[config.mk]
export PLATFORM = sky130hd
export DESIGN_NAME = lfc_csr
export DESIGN_NICKNAME = d
export VERILOG_FILES = /design/src/design/lfc_pkg.sv /design/src/design/lfc_csr.sv
export SDC_FILE = /design/constraint.sdc
export NUM_CORES = 1
export LEC_CHECK = 0
export ABC_AREA = 1
export BUFFER_PORTS_ARGS = -buffer_cell sky130_fd_sc_hd__buf_2
export CORE_UTILIZATION = 35
export CTS_CLUSTER_DIAMETER = 30
export CTS_CLUSTER_SIZE = 28
export DETAILED_ROUTE_END_ITERATION = 6
export PLACE_DENSITY = 0.85
export RECOVER_POWER = 25
export SLEW_MARGIN = 20
export SYNTH_ARGS = -nofsm -noshare
export SYNTH_HDL_FRONTEND = slang
export SYNTH_SLANG_ARGS = --single-unit
[constraint.sdc]
create_clock -name clock -period 2.65 [get_ports clock]
set_clock_uncertainty 0.15 [all_clocks]
set_input_delay 0.795 -clock clock [delete_from_list [all_inputs] [get_ports clock]]
set_output_delay 0.795 -clock clock [all_outputs]
set_load 0.05 [all_outputs]
[src/design/lfc_pkg.sv]
// Shared types and constants for the LRU frame cache.
// Used by lfc_csr and lru_frame_cache; no dependencies.
package lfc_pkg;

   localparam int CAPACITY     = 64;
   localparam int PAYLOAD_BITS = 64;
   localparam int IDX_W        = $clog2(CAPACITY);
   localparam int CNT_W        = $clog2(CAPACITY + 1);
   localparam int KEY_W        = 16;
   localparam int STAMP_W      = 16;
   localparam int DATA_W       = 64;
   localparam int ENTRIES_W    = 7;
   localparam int STATUS_W     = 2;
   localparam int ADDR_W       = 3;
   localparam int REG_W        = 32;

   localparam logic OP_GET = 1'b0;
   localparam logic OP_PUT = 1'b1;

   localparam logic [STATUS_W-1:0] STATUS_OK   = 2'd0;
   localparam logic [STATUS_W-1:0] STATUS_MISS = 2'd1;
   localparam logic [STATUS_W-1:0] STATUS_OFF  = 2'd2;

   localparam logic REG_ENTRIES = 1'b0;
   localparam logic REG_ENABLE  = 1'b1;

   typedef struct packed {
      logic [CNT_W-1:0] active;
      logic             enabled;
      logic             clear;
   } cfg_type;

endpackage

[src/design/lfc_csr.sv]
// Configuration registers of the LRU frame cache behind an APB-style port.
// Depends on lfc_pkg; produces the active entry count, enable and clear pulse.
module lfc_csr (
   input  logic                       clock,
   input  logic                       reset,
   input  logic                       csr_psel,
   input  logic                       csr_penable,
   input  logic                       csr_pwrite,
   input  logic [lfc_pkg::ADDR_W-1:0] csr_paddr,
   input  logic [lfc_pkg::REG_W-1:0]  csr_pwdata,
   output logic [lfc_pkg::REG_W-1:0]  csr_prdata,
   output logic                       csr_pready,
   output lfc_pkg::cfg_type           cfg
);
   import lfc_pkg::*;

   logic [ENTRIES_W-1:0] entries_ff, entries_in;
   logic                 enabled_ff, enabled_in;
   logic                 wr;
   logic                 sel_enable;

   assign csr_pready = 1'b1;
   assign wr         = csr_psel && csr_penable && csr_pwrite;
   assign sel_enable = (csr_paddr[2] == REG_ENABLE);

   always_comb begin
      entries_in = entries_ff;
      enabled_in = enabled_ff;
      if (wr && !sel_enable) begin
         entries_in = csr_pwdata[ENTRIES_W-1:0];
      end
      if (wr && sel_enable) begin
         enabled_in = csr_pwdata[0];
      end
   end

   always_ff @(posedge clock) begin
      if (reset) begin
         entries_ff <= ENTRIES_W'(CAPACITY);
         enabled_ff <= 1'b0;
      end else begin
         entries_ff <= entries_in;
         enabled_ff <= enabled_in;
      end
   end

   always_comb begin
      if (sel_enable) begin
         csr_prdata = {{(REG_W-1){1'b0}}, enabled_ff};
      end else begin
         csr_prdata = {{(REG_W-ENTRIES_W){1'b0}}, entries_ff};
      end
   end

   // zero counts as one entry, large values saturate at capacity
   always_comb begin
      cfg.enabled = enabled_ff;
      cfg.clear   = wr && sel_enable && csr_pwdata[0] && !enabled_ff;
      if (entries_ff == '0) begin
         cfg.active = CNT_W'(1);
      end else if (entries_ff > ENTRIES_W'(CAPACITY)) begin
         cfg.active = CNT_W'(CAPACITY);
      end else begin
         cfg.active = CNT_W'(entries_ff);
      end
   end

endmodule
==> results of run 1 <==
-- sequential cells by signal, indices dropped and copies added, names as in the netlist --
register,count
entries_ff,7
enabled_ff,1
-- final timing paths --
check | cells past startpoint | to | startpoint
worst min-delay path | 2 | entries_ff[0]$_SDFFE_PP0P_ | entries_ff[0]$_SDFFE_PP0P_
worst max register to register | 2 | entries_ff[6]$_SDFFE_PP1P_ | entries_ff[6]$_SDFFE_PP1P_
worst min register to register | 2 | entries_ff[0]$_SDFFE_PP0P_ | entries_ff[0]$_SDFFE_PP0P_
worst max-delay path | 6 | cfg[0] | csr_pwrite
-- stage by stage --
| step | std cells | setup WS [ns] | cell area, µm² | util (%) | hold WS (ns) |
|---|---|---|---|---|---|
| after floorplan | 135 | 0.03419 | 774.5 | - | 0.3106 |
| after global placement | 158 | 0.2015 | 720.7 | 40.42 | 0.3281 |
| after detailed placement | 158 | 0.1852 | 720.7 | 40.42 | 0.3347 |
| after CTS | 161 | 0.1652 | 743.2 | 41.68 | 0.3459 |
| after global routing | 161 | 0.07083 | 729.5 | 40.91 | 0.3910 |
| final | 161 | 0.1607 | 729.5 | 40.91 | 0.3494 |
-- cell usage in the layout, fill, tap and decap left out, types with 2 or more instances in the layout --
cell type  netlist  final
nand3_1          3      4
clkbuf_4         0      3
a21oi_1          2      2
nor2_1          28     29
nand2_1         17     17
dfxtp_1          8      8
inv_1           15     15
conb_1           2     26
buf_2            0     27
-- power breakdown --
| part | internal [mW] | switching, mW |
|---|---|---|
| logic | 0.0200 | 0.129 |
| registers | 0.125 | 0.00348 |
| clock network | 0.0514 | 0.0359 |
-- worst max-delay path: cells and delay by family --
kind / cells / cell delay [ns]
and+or+nand+nor: 3 / 0.32
buffers and inverters: 3 / 0.43
-- logic make-up (layout without fill, tap and decap cells) --
| family | after synthesis | count (layout) | synth area share, % |
|---|---|---|---|
| DFF | 8 | 8 | 23.40 |
| buffers and inverters | 46 | 47 | 41.68 |
| other | 2 | 26 | 1.097 |
| and+or+nand+nor | 51 | 51 | 30.90 |
| AOI/OAI and AO/OA | 4 | 4 | 2.925 |
-- layer usage --
| metal | track usage (%) | up-vias |
|---|---|---|
| li1 | - | 319 |
| met1 | 13.15 | 235 |
| met2 | 18.87 | 37 |
| met3 | 1.176 | 2 |
| met4 | 10.59 | 0 |
| met5 | 0 | - |
-- cell type report --
class	instances	area, µm²
clock buffers	3	22.52
fillers	218	1054
inverters	16	60.06
multi-input cells	81	316.6
flip-flops and latches	8	160.2
well taps	25	31.28
repair buffers	28	138.9
==> flow_summary.json, run 1 <==
{
  "slew_headroom_pct": 50.33,
  "synth_warnings": 0,
  "hold_buffers": 0,
  "first_pass_iters": 4,
  "path_common_cell": "nor2_1",
  "clock_latency_ns": 0.24,
  "synth-edff-count": 0,
  "grt_max_degree": 14,
  "routedWlPerCell_um": 6.919,
  "numCtsBuffers": 3,
  "synth_top_area_cell": "buf_4",
  "routed.top_layer": "met4",
  "port_buffers": 28,
  "grt_overflow_total": 0,
  "vias_per_cell": 3.683,
  "root_buffer": "clkbuf_4",
  "drtAntennaViolNets": 0,
  "die_area_mm2": 0.002136,
  "fin_tns_setup_ns": 0,
  "syn_area_um2": 684.4,
  "drive_gt1_share_pct": 22.79,
  "rsz0062_at_grt": "no",
  "cp-end-kind": "primary output",
  "criticalPathCategory": "primary input to primary output",
  "routed_wl_mm": 1.114,
  "cts_max_path_buffers": 2,
  "synth-main-ff-cell": "dfxtp_1",
  "p_leak_nw": 0.4485,
  "cap_violations": 0,
  "ys_types": 15,
  "antenna_found_initial": 0,
  "grt_pass1_vias": 435,
  "cts_tree": "yes",
  "setup_viol_count_final": 0,
  "clock.fmax_ghz": 0.4017,
  "crit_arrival_ns": 1.54,
  "initial_core_util_pct": 38.39,
  "die_w_um": 46.22,
  "diodes": 0,
  "cts.sinks": 8,
  "core_mm2": 0.001783,
  "hold_viol": 0,
  "power_density_mw_per_mm2": 499.1,
  "num_vias": 593,
  "wl_met1_um": 512,
  "fin_crit_sh_pct": 93.93,
  "grt_use_total_pct": 11.60,
  "syn_to_final_growth_pct": 6.581,
  "status": "complete, no violations",
  "critPathRequiredTime_ns": 1.71,
  "cts_htree_levels": 1,
  "gp_routability_congestion": 0.6911,
  "dieHeight_um": 46.22,
  "ys_seq_elements": 8,
  "critPathMaxStageDelay_ns": 0.27,
  "wl_met3_um": 85,
  "synthTopCellsByArea": "buf_4, dfxtp_1, nor2_1",
  "power_mw": 0.3641,
  "period_needed_ns": 2.489,
  "clk_pin_slew_ns": 0.05,
  "core.rowCount": 15,
  "nNetsFinal": 178,
  "hold_path.class": "flip-flop to flip-flop",
  "slowest_stage": "buf_2",
  "ys_seq_area_share_pct": 23.40,
  "slew_violations": 0,
  "reg2reg_slack_ns": 1.87,
  "drc_errors": 0,
  "post_cts_buffers": 0,
  "io_pins": 82,
  "synthCells": 111,
  "crit_path_max_fanout": 3,
  "hpwlAfterDp_um": 946.7,
  "worst_pin_slew_ns": 0.7423,
  "netlist.area_leader.share_pct": 30.71,
  "drt_iter0_drc": 7,
  "worst_setup_path_start_kind": "primary input",
  "synthTopCellsByCount": "buf_4, nor2_1, nand2_1",
  "worstPathCellList": "clkbuf_1 -> inv_1 -> nor2_1 -> nand3_1 -> nor2_1 -> buf_2",
  "cts_resized": 0,
  "syn_area_per_cell_um2": 6.166,
  "peakVddDrop_mv": 0.1621,
  "met2WireLength_um": 503,
  "synthArstFlopShare_pct": 0,
  "grt_pass1_wl_mm": 1.718
}
Power figures use the tool's default switching activity.
==> run 2, diff against run 1 <==
--- a/config.mk
+++ b/config.mk
@@ -7,4 +7,5 @@
 export LEC_CHECK = 0
 export ABC_AREA = 1
+export ABC_CLOCK_PERIOD_IN_PS = 2650
 export BUFFER_PORTS_ARGS = -buffer_cell sky130_fd_sc_hd__buf_2
 export CORE_UTILIZATION = 35
==> constraint.sdc (replaced) <==
create_clock -name clock -period 2.65 [get_ports clock]
set_clock_uncertainty 0.15 [all_clocks]
set_input_delay 0.1325 -clock clock [delete_from_list [all_inputs] [get_ports clock]]
set_output_delay 0.1325 -clock clock [all_outputs]
set_load 0.05 [all_outputs]
==> run 2 against run 1 <==
Clock-buffer cell count is the same. Total power grew 0.96%. Setup slack gained 0.98 ns. Clock power grew 0.7%. Via count grew 1.3%. Die area is the same. First-iteration DRC count shrank 43%. Hold slack lost 0.32 ns. Sequential share of layout area shrank 0.94 points. Sequential power is essentially flat. Maximum frequency grew 65%. Largest cell class unchanged. Largest power group unchanged.
==> flow_summary.json, run 2 (synthesis results as in run 1) <==
{
  "status": "complete, no violations",
  "crit_arrival_ns": 1.23,
  "grt_pass1_vias": 412,
  "routed_wl_mm": 1.058,
  "hold_path.class": "primary input to flip-flop",
  "cts.sinks": 8,
  "nNetsFinal": 180,
  "critPathRequiredTime_ns": 2.37,
  "cp-end-kind": "primary output",
  "io_pins": 82,
  "dieHeight_um": 46.22,
  "hpwlAfterDp_um": 887.4,
  "drive_gt1_share_pct": 23.91,
  "grt_max_degree": 14,
  "syn_to_final_growth_pct": 11.33,
  "core.rowCount": 15,
  "crit_path_max_fanout": 4,
  "clock.fmax_ghz": 0.6627,
  "power_density_mw_per_mm2": 482.4,
  "layout_common_cells": "nor2_1, buf_2, conb_1",
  "fin_crit_sh_pct": 56.95,
  "final_common_cell": "nor2_1",
  "cts_resized": 0,
  "regMostFlops": "entries_ff",
  "cts_tree": "yes",
  "num_vias": 601,
  "first_pass_iters": 4,
  "clock_latency_ns": 0.24,
  "gp_routability_congestion": 0.7001,
  "vias_per_cell": 3.687,
  "period_needed_ns": 1.509,
  "root_buffer": "clkbuf_4",
  "drtAntennaViolNets": 0,
  "die_area_mm2": 0.002136,
  "cap_violations": 0,
  "setup_viol_count_final": 0,
  "criticalPathCategory": "flip-flop to primary output",
  "die_w_um": 46.22,
  "fin_tns_setup_ns": 0,
  "fillCellCount": 201,
  "hold_viol": 0,
  "grt_overflow_total": 0,
  "largestRegisters": "entries_ff (7), enabled_ff (1)",
  "cts_max_path_buffers": 2,
  "final_cells": 163,
  "drc_errors": 0,
  "numCtsBuffers": 3,
  "hold_buffers": 2,
  "drt_iter0_drc": 4,
  "initial_core_util_pct": 38.39,
  "clk_pin_slew_ns": 0.05,
  "rsz0062_at_grt": "no",
  "cts_htree_levels": 1,
  "grt_use_total_pct": 11.02,
  "largest_reg_flops": 7,
  "core_mm2": 0.001783,
  "worst_setup_path_start_kind": "flip-flop",
  "diodes": 0,
  "antenna_found_initial": 0,
  "routedWlPerCell_um": 6.491,
  "slew_violations": 0,
  "placed_cells": 158,
  "grt_pass1_wl_mm": 1.628,
  "post_cts_buffers": 0,
  "peakVddDrop_mv": 0.1702,
  "port_buffers": 28,
  "p_leak_nw": 0.4580
}
-- run 2: cell types whose count changed in the layout (fill, tap and decap cells not counted) --
| cell | previous run | this run |
|---|---|---|
| dlygate4sd3_1 | 0 | 2 |
| nand3_1 | 4 | 3 |
| nand3_2 | 0 | 1 |
| nor2_1 | 29 | 28 |
| nor2_4 | 0 | 1 |
| o21ai_0 | 1 | 2 |
| o21ai_1 | 1 | 0 |
-- run 2: layout make-up --
type / instances / area [µm²] / area share [%]
sequential: 8 / 160.2 / 21.02
timing repair buffer: 30 / 158.9 / 20.85
clock buffer: 3 / 22.52 / 2.956
multi-input combinational: 81 / 329.1 / 43.19
inverter: 16 / 60.06 / 7.882
tap: 25 / 31.28 / 4.105
-- run 2: per-stage QoR --
| step | setup slack [ns] | hold WS (ns) | cell area, µm² | total power, mW | util, % |
|---|---|---|---|---|---|
| detailed placement | 1.392 | 0.1556 | 720.7 | 0.2799 | 40.42 |
| global placement | 1.389 | 0.1589 | 720.7 | 0.2792 | 40.42 |
| CTS | 1.122 | 0.02837 | 763.2 | 0.3712 | 42.81 |
| floorplan | 0.9071 | 0.05157 | 774.5 | 0.2912 | - |
| finish | 1.141 | 0.02940 | 762.0 | 0.3676 | 42.74 |
| global route | 1.022 | 0.04851 | 762.0 | 0.3902 | 42.74 |
-- run 2: critical path: stages (launching register included) --
cell and delay (ns):
dfxtp_1 0.32, nor2_1 0.10, nand3_1 0.10, nand2_1 0.08, inv_2 0.05, nor2_1 0.07
buf_2 0.26
-- run 2: worst paths after layout --
| check | start | slack (ns) | to | cells after the start |
|---|---|---|---|---|
| setup / recovery | entries_ff[5]$_SDFFE_PP0P_ | 1.14 | cfg[6] | 6 |
| hold / removal | csr_pwdata[5] | 0.03 | entries_ff[5]$_SDFFE_PP0P_ | 5 |
| setup reg to reg | entries_ff[6]$_SDFFE_PP1P_ | 1.86 | entries_ff[6]$_SDFFE_PP1P_ | 2 |
| hold reg to reg | entries_ff[0]$_SDFFE_PP0P_ | 0.35 | entries_ff[0]$_SDFFE_PP0P_ | 2 |
-- run 2: power breakdown --
part	leakage, nW	switching, mW	internal, mW
combinational	0.379	0.129	0.0222
sequential	0.0650	0.00351	0.125
clock	0.0138	0.0364	0.0515
total	0.458	0.169	0.198
-- run 2: per-layer routing --
layer / GRT usage [%] / wire [µm] / up-vias / part of all wire, %
met4: 10.59 / 20 / 0 / 1.9
li1: - / - / 324 / -
met2: 16.34 / 446 / 39 / 42
met5: 0 / 0 / - / 0
met1: 12.85 / 485 / 236 / 46
met3: 2.353 / 105 / 2 / 9.9
==> run 3, diff against run 2 <==
- ABC_CLOCK_PERIOD_IN_PS: 2650 -> 1300
- CORE_UTILIZATION: 35 -> 29
- PLACE_DENSITY: 0.85 -> 0.75
- clock period: 2.65 -> 1.3 ns (I/O delays scaled with it)
==> run 3 against run 2 <==
The flow now finishes with violations (negative hold slack, negative setup slack). Non-clock buffer count rose by 11. Combinational power up 140%. Setup slack worse by 1.3 ns. Hold slack got worse by 0.043 ns. Global-route usage rose by 0.78 points. Critical path depth did not move. First-iteration DRC count rose by 25%. Total power grew 120%. Clock power up 120%. Via count is 7.5% higher. Critical path type unchanged. Critical endpoint unchanged. Largest power group unchanged.
==> flow_summary.json, run 3 (synthesis results as in run 1) <==
{
  "gp_routability_congestion": 0.6788,
  "slew_violations": 0,
  "clock_latency_ns": 0.25,
  "first_pass_iters": 4,
  "core_mm2": 0.002212,
  "cts.sinks": 8,
  "port_buffers": 28,
  "crit_family": "simple AND/OR/NAND/NOR gates",
  "antenna_found_initial": 0,
  "largestRegisters": "entries_ff (7), enabled_ff (1)",
  "criticalPathCategory": "flip-flop to primary output",
  "peakVddDrop_mv": 0.2536,
  "layout_common_cells": "conb_1, nor2_1, nand2_1",
  "vias_per_cell": 3.650,
  "period_needed_ns": 1.416,
  "die_area_mm2": 0.002558,
  "syn_to_final_growth_pct": 46.98,
  "violations": "negative hold slack, negative setup slack",
  "critPathMaxStageDelay_ns": 0.32,
  "dieHeight_um": 50.58,
  "power_mw": 0.8243,
  "setup_viol_count_final": 5,
  "cts_max_path_buffers": 2,
  "root_buffer": "clkbuf_4",
  "cp-end-kind": "primary output",
  "drive_gt1_share_pct": 40.94,
  "routedWlPerCell_um": 8.062,
  "hold_path.class": "primary input to flip-flop",
  "numCtsBuffers": 3,
  "drc_errors": 0,
  "largest_reg_flops": 7,
  "grt_pass1_vias": 532,
  "clock.fmax_ghz": 0.7060,
  "p_leak_nw": 0.5249,
  "grt_overflow_total": 0,
  "cts_tree": "yes",
  "drtAntennaViolNets": 0,
  "whs_ns": -0.01354,
  "initial_core_util_pct": 30.94,
  "crit_path_max_fanout": 4,
  "worst_setup_path_start_kind": "flip-flop",
  "cap_violations": 0,
  "cp_num_buf_inv": 2,
  "grt_max_degree": 14,
  "drt_iter0_drc": 5,
  "final_cells": 177,
  "power_density_mw_per_mm2": 819.4,
  "grt_pass1_wl_mm": 2.242,
  "regMostFlops": "entries_ff",
  "slowest_stage": "dfxtp_2",
  "routed_wl_mm": 1.427,
  "rsz0062_at_grt": "yes",
  "num_vias": 646,
  "fin_crit_sh_pct": 109.0,
  "worstPathCellList": "nor2_2 -> nand3_2 -> nand2_2 -> inv_4 -> nor2_4 -> buf_6",
  "hold_viol": 1,
  "cts_htree_levels": 1,
  "io_pins": 82,
  "clk_pin_slew_ns": 0.05,
  "fin_tns_setup_ns": -0.5056,
  "core.rowCount": 17,
  "nNetsFinal": 191,
  "final_common_cell": "conb_1",
  "hpwlAfterDp_um": 969.7,
  "critPathRequiredTime_ns": 1.09,
  "setup_ws_ns": -0.1165,
  "placed_cells": 161,
  "crit_arrival_ns": 1.20,
  "final_util_pct": 45.48,
  "die_w_um": 50.58,
  "grt_use_total_pct": 11.80,
  "diodes": 0,
  "status": "finished with violations"
}
[run 3: routing by layer]
metal,vias to the layer above,routed length [µm],global-route usage [%]
li1,351,-,-
met5,-,0,0
met1,264,628,14.59
met2,31,725,18.89
met4,0,0,9.722
met3,0,73,0.3030
[run 3: cell type report]
cell class / instances / area [µm²]
Inverter: 16 / 62.56
Fill cell: 243 / 1206
Sequential cell: 8 / 168.9
Timing Repair Buffer: 41 / 326.6
Tap cell: 28 / 35.03
Clock buffer: 3 / 22.52
Multi-Input combinational cell: 81 / 390.4
[run 3: timing repair]
item | in CTS | in global routing
setup buffers | 4 | 1
hold buffers | 8 | 1
endpoints found under the hold margin | 8 | 1
pin swaps | 1 | 6
endpoints found under the setup margin | 5 | 10
gates cloned | 0 | 0
gates resized for setup | 18 | 35
[run 3: worst paths after layout]
check | from | to | slack (ns) | depth (start not counted)
worst max-delay path | entries_ff[2]$_SDFFE_PP0P_ | cfg[6] | -0.12 | 6
worst min-delay path | csr_pwdata[0] | entries_ff[0]$_SDFFE_PP0P_ | -0.01 | 5
worst max register to register | entries_ff[3]$_SDFFE_PP0P_ | entries_ff[3]$_SDFFE_PP0P_ | 0.44 | 3
worst min register to register | entries_ff[1]$_SDFFE_PP0P_ | entries_ff[1]$_SDFFE_PP0P_ | 0.35 | 2
[run 3: stage by stage]
| stage | instance area (µm²) | hold WS [ns] | setup slack (ns) |
|---|---|---|---|
| 6_report | 1006 | -0.01354 | -0.1165 |
| 2_1_floorplan | 779.5 | -0.01593 | -0.1733 |
| 5_1_grt | 1006 | 0.01789 | -0.1831 |
| 4_1_cts | 904.6 | 0.004568 | -0.09079 |
| 3_5_place_dp | 729.5 | 0.09319 | 0.09390 |
| 3_3_place_gp | 729.5 | 0.09201 | 0.08779 |
[run 3: report_power, final]
| part | leakage (nW) | switching (mW) | internal [mW] |
|---|---|---|---|
| logic | 0.444 | 0.291 | 0.0809 |
| registers | 0.0674 | 0.00848 | 0.255 |
| clock network | 0.0138 | 0.0834 | 0.106 |
| total | 0.525 | 0.383 | 0.442 |
[run 3: tightest hold or removal path, stage by stage]
cell     delay [ns]
buf_2          0.11
inv_1          0.05
nand2_1        0.05
nand2_1        0.05
nor2_1         0.03
